**config.mk**
```make
export PLATFORM = sky130hd
export DESIGN_NAME = nearby_value_mask
export DESIGN_NICKNAME = d
export VERILOG_FILES = /design/src/sv/nvm_pkg.sv /design/src/sv/nearby_value_mask.sv /design/src/sv/nvm_ram.sv
export SDC_FILE = /design/constraint.sdc
export NUM_CORES = 2
export LEC_CHECK = 0
export ABC_AREA = 1
export BUFFER_PORTS_ARGS = -buffer_cell sky130_fd_sc_hd__buf_2
export CORE_MARGIN = 2
export CORE_UTILIZATION = 27
export CTS_BUF_LIST = sky130_fd_sc_hd__clkbuf_8
export DETAILED_ROUTE_END_ITERATION = 12
export GPL_TIMING_DRIVEN = 0
export PLACE_DENSITY = 0.4
export SLEW_MARGIN = 20
export SYNTH_ARGS = -nofsm -noshare
export SYNTH_HDL_FRONTEND = slang
export SYNTH_SLANG_ARGS = --single-unit
```
**constraint.sdc**
```tcl
create_clock -name clk_i -period 9.7 [get_ports clk_i]
set_clock_uncertainty 0.15 [all_clocks]
set_input_delay 0.97 -clock clk_i [delete_from_list [all_inputs] [get_ports clk_i]]
set_output_delay 0.97 -clock clk_i [all_outputs]
set_load 0.02 [all_outputs]
```
**src/sv/nvm_pkg.sv**
```systemverilog
package nvm_pkg;

  // Field widths
  localparam int unsigned ValueW = 32;
  localparam int unsigned LimitW = 31;
  localparam int unsigned OutDataW = 8;

  // Controller states, one-hot
  typedef enum logic [4:0] {
    ST_LOAD = 5'b00001,
    ST_RDA  = 5'b00010,
    ST_LDA  = 5'b00100,
    ST_SCAN = 5'b01000,
    ST_OUT  = 5'b10000
  } state_e;

endpackage

```
**src/sv/nearby_value_mask.sv**
```systemverilog
// Channel   | Dir | Handshake               | Contents
// s_axis    | in  | s_axis_tvalid/tready    | tdata[31:0] sample_value, tlast final_item
// m_axis    | out | m_axis_tvalid/tready    | tdata[0] is_near, tlast final_result,
//           |     |                         | tuser overflowed
// cfg       | in  | cfg_valid/cfg_ready     | cfg_data[30:0] distance_limit
//
// Input words are accepted while the set loads. After the closing word each of
// the n stored values is handled in turn before its result shows: one read of
// the value itself, then a scan of all n entries through the single RAM read
// port. Output stalls hold the set back.
// Reset clears the count, the overflow flag and the limit; the value store
// is not cleared and needs no sweep. Input is held off while results drain.
module nearby_value_mask #(
  parameter int unsigned MAX_ITEMS = 64
) (
  input  logic                           clk_i,
  input  logic                           rst_ni,
  // sample_value [31:0]
  input  logic [nvm_pkg::ValueW-1:0]     s_axis_tdata_i,
  input  logic                           s_axis_tlast_i,
  input  logic                           s_axis_tvalid_i,
  output logic                           s_axis_tready_o,
  // is_near [0], zero [7:1]
  output logic [nvm_pkg::OutDataW-1:0]   m_axis_tdata_o,
  output logic                           m_axis_tlast_o,
  // overflowed [0]
  output logic                           m_axis_tuser_o,
  output logic                           m_axis_tvalid_o,
  input  logic                           m_axis_tready_i,
  // distance_limit [30:0]
  input  logic [nvm_pkg::LimitW-1:0]     cfg_data_i,
  input  logic                           cfg_valid_i,
  output logic                           cfg_ready_o
);

  localparam int unsigned AW = $clog2(MAX_ITEMS);
  localparam int unsigned CW = $clog2(MAX_ITEMS + 1);
  localparam int unsigned DW = nvm_pkg::ValueW + 1;

  nvm_pkg::state_e state_q, state_d;

  logic [nvm_pkg::LimitW-1:0] limit_q;
  logic [CW-1:0]              count_q, count_d;
  logic [CW-1:0]              num_q, num_d;
  logic [CW-1:0]              scan_q, scan_d;
  logic [AW-1:0]              item_q, item_d;
  logic                       ovf_q, ovf_d;
  logic                       near_q, near_d;
  logic [nvm_pkg::ValueW-1:0] ref_q, ref_d;

  logic                       in_acc, out_acc, is_last;
  logic                       ram_we;
  logic [AW-1:0]              ram_raddr;
  logic [nvm_pkg::ValueW-1:0] ram_rdata;
  logic [DW-1:0]              diff, mag;
  logic                       hit;

  assign in_acc  = s_axis_tvalid_i && s_axis_tready_o;
  assign out_acc = m_axis_tvalid_o && m_axis_tready_i;
  assign is_last = (CW'(item_q) + CW'(1)) == num_q;
  assign ram_we  = in_acc && (count_q < CW'(MAX_ITEMS));

  nvm_ram #(
    .Width (nvm_pkg::ValueW),
    .Depth (MAX_ITEMS)
  ) u_ram (
    .clk_i   (clk_i),
    .we_i    (ram_we),
    .waddr_i (count_q[AW-1:0]),
    .wdata_i (s_axis_tdata_i),
    .raddr_i (ram_raddr),
    .rdata_o (ram_rdata)
  );

  // Exact 33-bit distance between reference and scanned entry
  always_comb begin
    diff = {ref_q[nvm_pkg::ValueW-1], ref_q} - {ram_rdata[nvm_pkg::ValueW-1], ram_rdata};
    mag  = diff[DW-1] ? (~diff + DW'(1)) : diff;
    hit  = (mag != '0) && (mag < {2'b00, limit_q});
  end

  // Sequencer: load, then read each value and scan the set against it
  always_comb begin
    state_d   = state_q;
    count_d   = count_q;
    num_d     = num_q;
    scan_d    = scan_q;
    item_d    = item_q;
    ovf_d     = ovf_q;
    near_d    = near_q;
    ref_d     = ref_q;
    ram_raddr = item_q;
    case (state_q)
      nvm_pkg::ST_LOAD: begin
        if (in_acc) begin
          if (ram_we) begin
            count_d = count_q + CW'(1);
          end else begin
            ovf_d = 1'b1;
          end
          if (s_axis_tlast_i) begin
            num_d   = ram_we ? count_q + CW'(1) : count_q;
            item_d  = '0;
            state_d = nvm_pkg::ST_RDA;
          end
        end
      end
      nvm_pkg::ST_RDA: begin
        state_d = nvm_pkg::ST_LDA;
      end
      nvm_pkg::ST_LDA: begin
        ref_d     = ram_rdata;
        ram_raddr = '0;
        scan_d    = CW'(1);
        near_d    = 1'b0;
        state_d   = nvm_pkg::ST_SCAN;
      end
      nvm_pkg::ST_SCAN: begin
        near_d    = near_q | hit;
        ram_raddr = scan_q[AW-1:0];
        if (scan_q == num_q) begin
          state_d = nvm_pkg::ST_OUT;
        end else begin
          scan_d = scan_q + CW'(1);
        end
      end
      nvm_pkg::ST_OUT: begin
        if (out_acc) begin
          if (is_last) begin
            count_d = '0;
            ovf_d   = 1'b0;
            state_d = nvm_pkg::ST_LOAD;
          end else begin
            item_d  = item_q + AW'(1);
            state_d = nvm_pkg::ST_RDA;
          end
        end
      end
      default: begin
        state_d = nvm_pkg::ST_LOAD;
      end
    endcase
  end

  // Control state
  always_ff @(posedge clk_i or negedge rst_ni) begin
    if (!rst_ni) begin
      state_q <= nvm_pkg::ST_LOAD;
      count_q <= '0;
      ovf_q   <= 1'b0;
      limit_q <= '0;
    end else begin
      state_q <= state_d;
      count_q <= count_d;
      ovf_q   <= ovf_d;
      if (cfg_valid_i) begin
        limit_q <= cfg_data_i;
      end
    end
  end

  // Payload and scan registers
  always_ff @(posedge clk_i) begin
    num_q  <= num_d;
    scan_q <= scan_d;
    item_q <= item_d;
    near_q <= near_d;
    ref_q  <= ref_d;
  end

  assign s_axis_tready_o = (state_q == nvm_pkg::ST_LOAD);
  assign m_axis_tvalid_o = (state_q == nvm_pkg::ST_OUT);
  assign m_axis_tdata_o  = {{(nvm_pkg::OutDataW-1){1'b0}}, near_q};
  assign m_axis_tlast_o  = is_last;
  assign m_axis_tuser_o  = ovf_q;
  assign cfg_ready_o     = 1'b1;

endmodule

```
**src/sv/nvm_ram.sv**
```systemverilog
module nvm_ram #(
  parameter int unsigned Width = 32,
  parameter int unsigned Depth = 64
) (
  input  logic                     clk_i,
  input  logic                     we_i,
  input  logic [$clog2(Depth)-1:0] waddr_i,
  input  logic [Width-1:0]         wdata_i,
  input  logic [$clog2(Depth)-1:0] raddr_i,
  output logic [Width-1:0]         rdata_o
);

  logic [Width-1:0] mem_q [Depth];
  logic [Width-1:0] rdata_q;

  // Write port
  always_ff @(posedge clk_i) begin
    if (we_i) begin
      mem_q[waddr_i] <= wdata_i;
    end
  end

  // Registered read port
  always_ff @(posedge clk_i) begin
    rdata_q <= mem_q[raddr_i];
  end

  assign rdata_o = rdata_q;

endmodule

```
# Yosys cells after proc, flatten, opt, wreduce, memory -nomap -nowiden
# Memories as Yosys holds them, arrays and structs flattened. A register that Yosys moved wholly into a read port is not among the register bits.
# Cells that the tools add are included.
# totals
reg_bits	97
ram_bits	2048
inputBits	69
output_inout_bits	13
word_cells	76
mem_count	1
# classes
add_sub_neg	6
n_lt_le_gt_ge	2
n_eq_ne	15
n_mux	28
bitwise	2
n_reduce_logical	13
# memory_table
memory	depth	width	rd	rd_ports_with_merged_regs	write_ports	line_no	rtl
u_ram.mem_q	64	32	1	1	1	nvm_ram.sv:13	logic [Width-1:0] mem_q [Depth];
# ops
operator	count
$mux W7	5
$add A33 B1 Y33 const B	1
$lt A33 B31 Y1	1
$mux W33	1
$not A33 Y33	1
$reduce_bool A33 Y1	1
$sub A32 B32 Y33	1
$pmux W7 S2	2
$pmux W5 S5	1
$mux W6	4
$pmux W6 S2	2
$mux W5	4
$add A7 B1 Y7 const B	2
$eq A7 B7 Y1	2
$ne A2 B2 Y1 const B	6
$reduce_and A5 Y1	2
$reduce_and A4 Y1	2
$add A6 B1 Y7 const B	1
$lt A7 B7 Y1 const B	1
$add A6 B1 Y6 const B	1
$mux W1	6
$eq A5 B1 Y1 const B	1
$eq A5 B2 Y1 const B	1
$eq A5 B3 Y1 const B	1
other kinds (10)	16

# Longest topological paths before layout
# logic_depth
depth_word	8
ltp_mapped	33
depth_no_buf	33

# Cells and area by module
# From an unflattened synthesis, not the netlist that was laid out.
# hier_totals
hier_cells	8060
area_unflattened_um2	91421.4
# by_module_without_submodules
mod	n_inst	cells_per_inst	area_each_um2	seq_area_each_um2
nvm_ram	1	6769	82738.1	62139.6
nearby_value_mask	1	1291	8683.3	2693.8

# Worst setup path before layout
# Ideal clock, no wire load.
# synth_path
path_type	reg-to-reg
start	register state_q[0]
end	memory u_ram.mem_q[39][0] (enable)
setup_time_ns	0.461
arrival_time_ns	4.126
required_ns	9.089
slack_ns	4.963
stages_incl_launch_ff	11
n_path_buf	0
period_less_slack_ns	4.737
path_cell_list	dfstp_2 > inv_1 > nor4_4 > inv_1 > nor2_1 > inv_1 > nor2_2 > inv_1 > nor2_4 > nand3_1 > nor3_1
# synth_between
elab_chain_len	5
# synth_rtl
element	line_no	rtl
start: declaration	nearby_value_mask.sv:40	nvm_pkg::state_e state_q, state_d;
start signal: assignment	nearby_value_mask.sv:148	state_q <= nvm_pkg::ST_LOAD;
start signal: assignment	nearby_value_mask.sv:153	state_q <= state_d;
$eq A5 B1 Y1	nearby_value_mask.sv:171	assign s_axis_tready_o = (state_q == nvm_pkg::ST_LOAD);
via s_axis_tready_o	nearby_value_mask.sv:22	output logic s_axis_tready_o,
$logic_and A1 B1 Y1	nearby_value_mask.sv:58	assign in_acc = s_axis_tvalid_i && s_axis_tready_o;
$logic_and A1 B1 Y1	nearby_value_mask.sv:61	assign ram_we = in_acc && (count_q < CW'(MAX_ITEMS));
$mux W1	nvm_ram.sv:18	if (we_i) begin
$mux W1 (implied by the code)	nvm_ram.sv:19	mem_q[waddr_i] <= wdata_i;
end: declaration	nvm_ram.sv:13	
# The timed path passes the listed nets, and every way through them passes these cells.

# Final worst setup path
# layout_path
start	register state_q[1]
end	register u_ram.rdata_q[9] (netlist: u_ram.rdata_o[9]) (read register of u_ram.mem_q)
# layout_between
elab_chain_len	2
word_cells_on_any_way	3
classes_between	2 x eq/ne; 1 x mux
# layout_rtl
element	line_no	rtl
$eq A5 B4 Y1 or $eq A5 B3 Y1 (tied branches)	nearby_value_mask.sv:93	case (state_q)
$pmux W6 S2 *	nearby_value_mask.sv:93	
end: declaration	nvm_ram.sv:14	logic [Width-1:0] rdata_q;
# Every way passes the cells marked *; elsewhere a longest branch is shown, timed or not.
# A chain may end at the register's enable or synchronous reset.

==> results_dict.tcl <==
set metrics [dict create \
    status "finished clean" \
    num-fill-cells 33149 \
    final_nets 8125 \
    fin_ws_ns 3.61 \
    io_pins 82 \
    die_x_um 580 \
    synth_edf_count 2101 \
    seqCellArea_um2 64800 \
    portBuffers 72 \
    required_ns 10.45 \
    ctsLongestPathBuffers 4 \
    place_hpwl_um 301000 \
    critical-path-top-delay-family "compound AO/OA/AOI/OAI gates" \
    grt_pass1_vias 63323 \
    async_flop_share_pct 2.02 \
    setup_violations 0 \
    r2r_end "u_ram.rdata_o[9]" \
    place_congestion 0.957 \
    synth-adder-area-share_pct 0.930 \
    min_to "u_ram.mem_q[38][15]" \
    grt_overflow 0 \
    max_stage_delay_ns 0.83 \
    clk_pin_slew_ns 0.06 \
    r2r-start "state_q[1]" \
    final_max_slew_viol_count 0 \
    worst_pin_slew_ns 1.27 \
    drive_gt1_share_pct 12.5 \
    crit_buf_inv 3 \
    critical_path_depth 13 \
    netlist_instances 7298 \
    arrival_ns 6.84 \
    cts_resized 0 \
    rrSetupSlack_ns 3.61 \
    synth-compound-area-share_pct 12.9 \
    syn-mean-instance-area_um2 12.3 \
    syn_area_um2 89600 \
    final_cells 12679 \
    rsz0062_at_grt "no" \
    place_ws_ns 4.02 \
    die_h_um 580 \
    routed_wl_um 416000 \
    hold_path_depth 1 \
    ys_seq_elements 2177 \
    wl_per_cell_um 32.8 \
    path_max_fanout 10 \
    power.density_nw_per_um2 336 \
    synthMuxAreaShare_pct 0 \
    cts-buffers-inserted 393 \
    clock.fmax_mhz 164 \
    clkSinkCount 2177 \
    hp-start "s_axis_tdata_i[15]" \
    track_usage_pct 23.9 \
    start_kind "register" \
    hold_class "in2reg" \
    maxSlewHeadroom_pct 15.6 \
    htreeDepth 5 \
    antenna_found_initial 54 \
    hold_violations 0 \
    grt_pass1_wl_um 554000 \
    finalCritPeriodShare_pct 62.8 \
    cts_tree "yes" \
    grt_max_degree 65 \
    drtAntennaViolNets 0 \
    maxCapViolations 0 \
    synth_xor_area_share_pct 0.272 \
    synthToLayoutAreaGrowth_pct 20.3 \
    synthFlopType "edfxtp_1" \
    setup_tns_ns 0 \
    reg2reg_depth 13 \
    multi_input_area_um2 22000 \
    dpl.cell_count 11927 \
    avgViaCountPerCell 5.27 \
    synth.distinct_cells 59 \
    core_area_um2 330000 \
    vias 66837 \
    cts_setup_buffers 0 \
    cpMaxStageDelayCell "o221ai_1" \
    yosysWarnings 0 \
    clockRootBuffer "clkbuf_8" \
    crit_path_frequent_cell "o21ai_0" \
    synth_top_family_by_area "compound AO/OA/AOI/OAI gates" \
    insertion_delay_ns 1.15 \
    crit_path_end_kind "register" \
    critPathKind "reg2reg" \
    start_util_pct 27.1 \
    ctsHoldBuffers 33 \
    drc 0 \
    synth_simple_gate_area_share_pct 9.92 \
    leakage_nw 36.2 \
    rows 211 \
    finalCriticalPeriod_ns 6.09 \
    dieArea_um2 336000 \
    drt_iter0_drc 9084 \
    peakVddDrop_mv 0.204 \
    worstPathCellList "nor2_4, nand3_4, nand2_4, o22ai_4, inv_2, buf_2, clkbuf_1, o21ai_0, o22ai_1, o21ai_0, o221ai_1, nand3_1, nand2_1" \
    firstDrtPassIters 6 \
    yosysSeqAreaShare_pct 72.4 \
]
per-stage QoR:
stage	power, mW	cell area [µm²]	hold WS, ns	utilization, %
final	36.2	108000	0.0849	32.6
after CTS	35.9	108000	0.00357	32.6
after global routing	37.4	108000	0.0544	32.6
after global placement	27.5	95400	0.270	28.9
after floorplan	18.9	89600	0.258	-
after detailed placement	27.7	100000	0.264	30.3
logic make-up (layout without fill, tap and decap cells):
group,Yosys count,count (layout)
AO/OA/AOI/OAI,2044,2044
XOR/XNOR,27,27
adder cells (fa/ha/maj),66,66
buffers and inverters,779,1767
flip-flops,2177,2177
other,2,29
AND/OR/NAND/NOR,2203,2203
cell usage in the layout (no fill, tap or decap), types with 13 or more instances in the layout:
cell type      count
edfxtp_1        2101
buf_16            87
xor2_1            21
clkinv_1          80
nand2_2           22
nand2_1          500
buf_6             28
buf_2            145
diode_2           21
clkbuf_1         312
clkinv_2          38
buf_12            74
dlygate4sd3_1     33
o22ai_1          493
nor2_4            66
o221ai_1         141
inv_1            444
ha_1              65
o21ai_0         1196
clkbuf_8         400
o211ai_1          13
nor2_1          1362
buf_4             62
dfrtp_1           43
a21oi_1           35
o21ai_1          139
dfxtp_1           32
nand4_1           18
clkbuf_2          13
nand3_1          174
where the power goes:
group / leakage [nW] / switching (mW) / total, mW / internal [mW]
clock: 4.21 / 4.16 / 8.24 / 4.08
combinational: 12.2 / 13.5 / 17.3 / 3.81
sequential: 19.7 / 0.0947 / 10.7 / 10.6
per-layer routing:
| metal | up-vias | part of all wire [%] | track usage [%] | wire length [µm] |
|---|---|---|---|---|
| met5 | - | 0.029 | 0 | 121 |
| met4 | 16 | 4.9 | 10.6 | 20500 |
| met3 | 749 | 9.6 | 5.31 | 39800 |
| met2 | 3682 | 44 | 36.5 | 182000 |
| met1 | 34119 | 42 | 32.5 | 173000 |
| li1 | 28271 | - | - | - |
worst max path at each step:
stage / to / slack (ns) / from
after global routing: u_ram.rdata_o[9] / 3.76 / state_q[4]
after CTS: u_ram.rdata_o[9] / 3.98 / state_q[1]
after detailed placement: u_ram.rdata_o[9] / 4.02 / state_q[1]
after global placement: u_ram.mem_q[7][31] / -1.01 / s_axis_tvalid_i
final: u_ram.rdata_o[9] / 3.61 / state_q[1]
after floorplan: u_ram.mem_q[39][0] / 4.96 / state_q[0]
synth_stat cells (21+ instances only):
cell / count / area share, %
dfrtp_1: 43 / 1.2
dfxtp_1: 32 / 0.72
o22ai_1: 496 / 3.5
a21oi_1: 35 / 0.20
clkbuf_1: 325 / 1.4
nor2_1: 1423 / 6.0
ha_1: 65 / 0.91
nand2_1: 500 / 2.1
o221ai_1: 143 / 1.4
buf_2: 106 / 0.59
xor2_1: 21 / 0.21
nand3_1: 174 / 0.97
nand2_2: 22 / 0.15
o21ai_0: 1198 / 6.7
edfxtp_1: 2101 / 70
o21ai_1: 137 / 0.77
inv_1: 301 / 1.3
worst reg2reg max path, delay by kind of cell, from the launching register on:
family	cells	cell delay [ns]
buffers and inverters	3	1.60
and+or+nand+nor	5	1.52
AOI/OAI and AO/OA	5	2.24
DFF	1	0.44
flip-flops by register name, indices dropped and copies added (netlist names), 6 cells and up:
name           cells
u_ram.mem_q     2048
limit_q           31
ref_q             32
item_q             6
u_ram.rdata_o     32
num_q              7
count_q            7
scan_q             7
cell type report:
type | count | share of cell area (%)
diodes | 21 | 0.0488
plain buffers | 466 | 1.94
clock buffers | 400 | 5.11
clock inverters | 297 | 1.56
inverters | 313 | 1.09
multi-input cells | 4348 | 20.4
flip-flops and latches | 2177 | 60.2
well taps | 4366 | 5.07
repair buffers | 291 | 4.54
No activity file was read; power rests on OpenSTA's default activity.
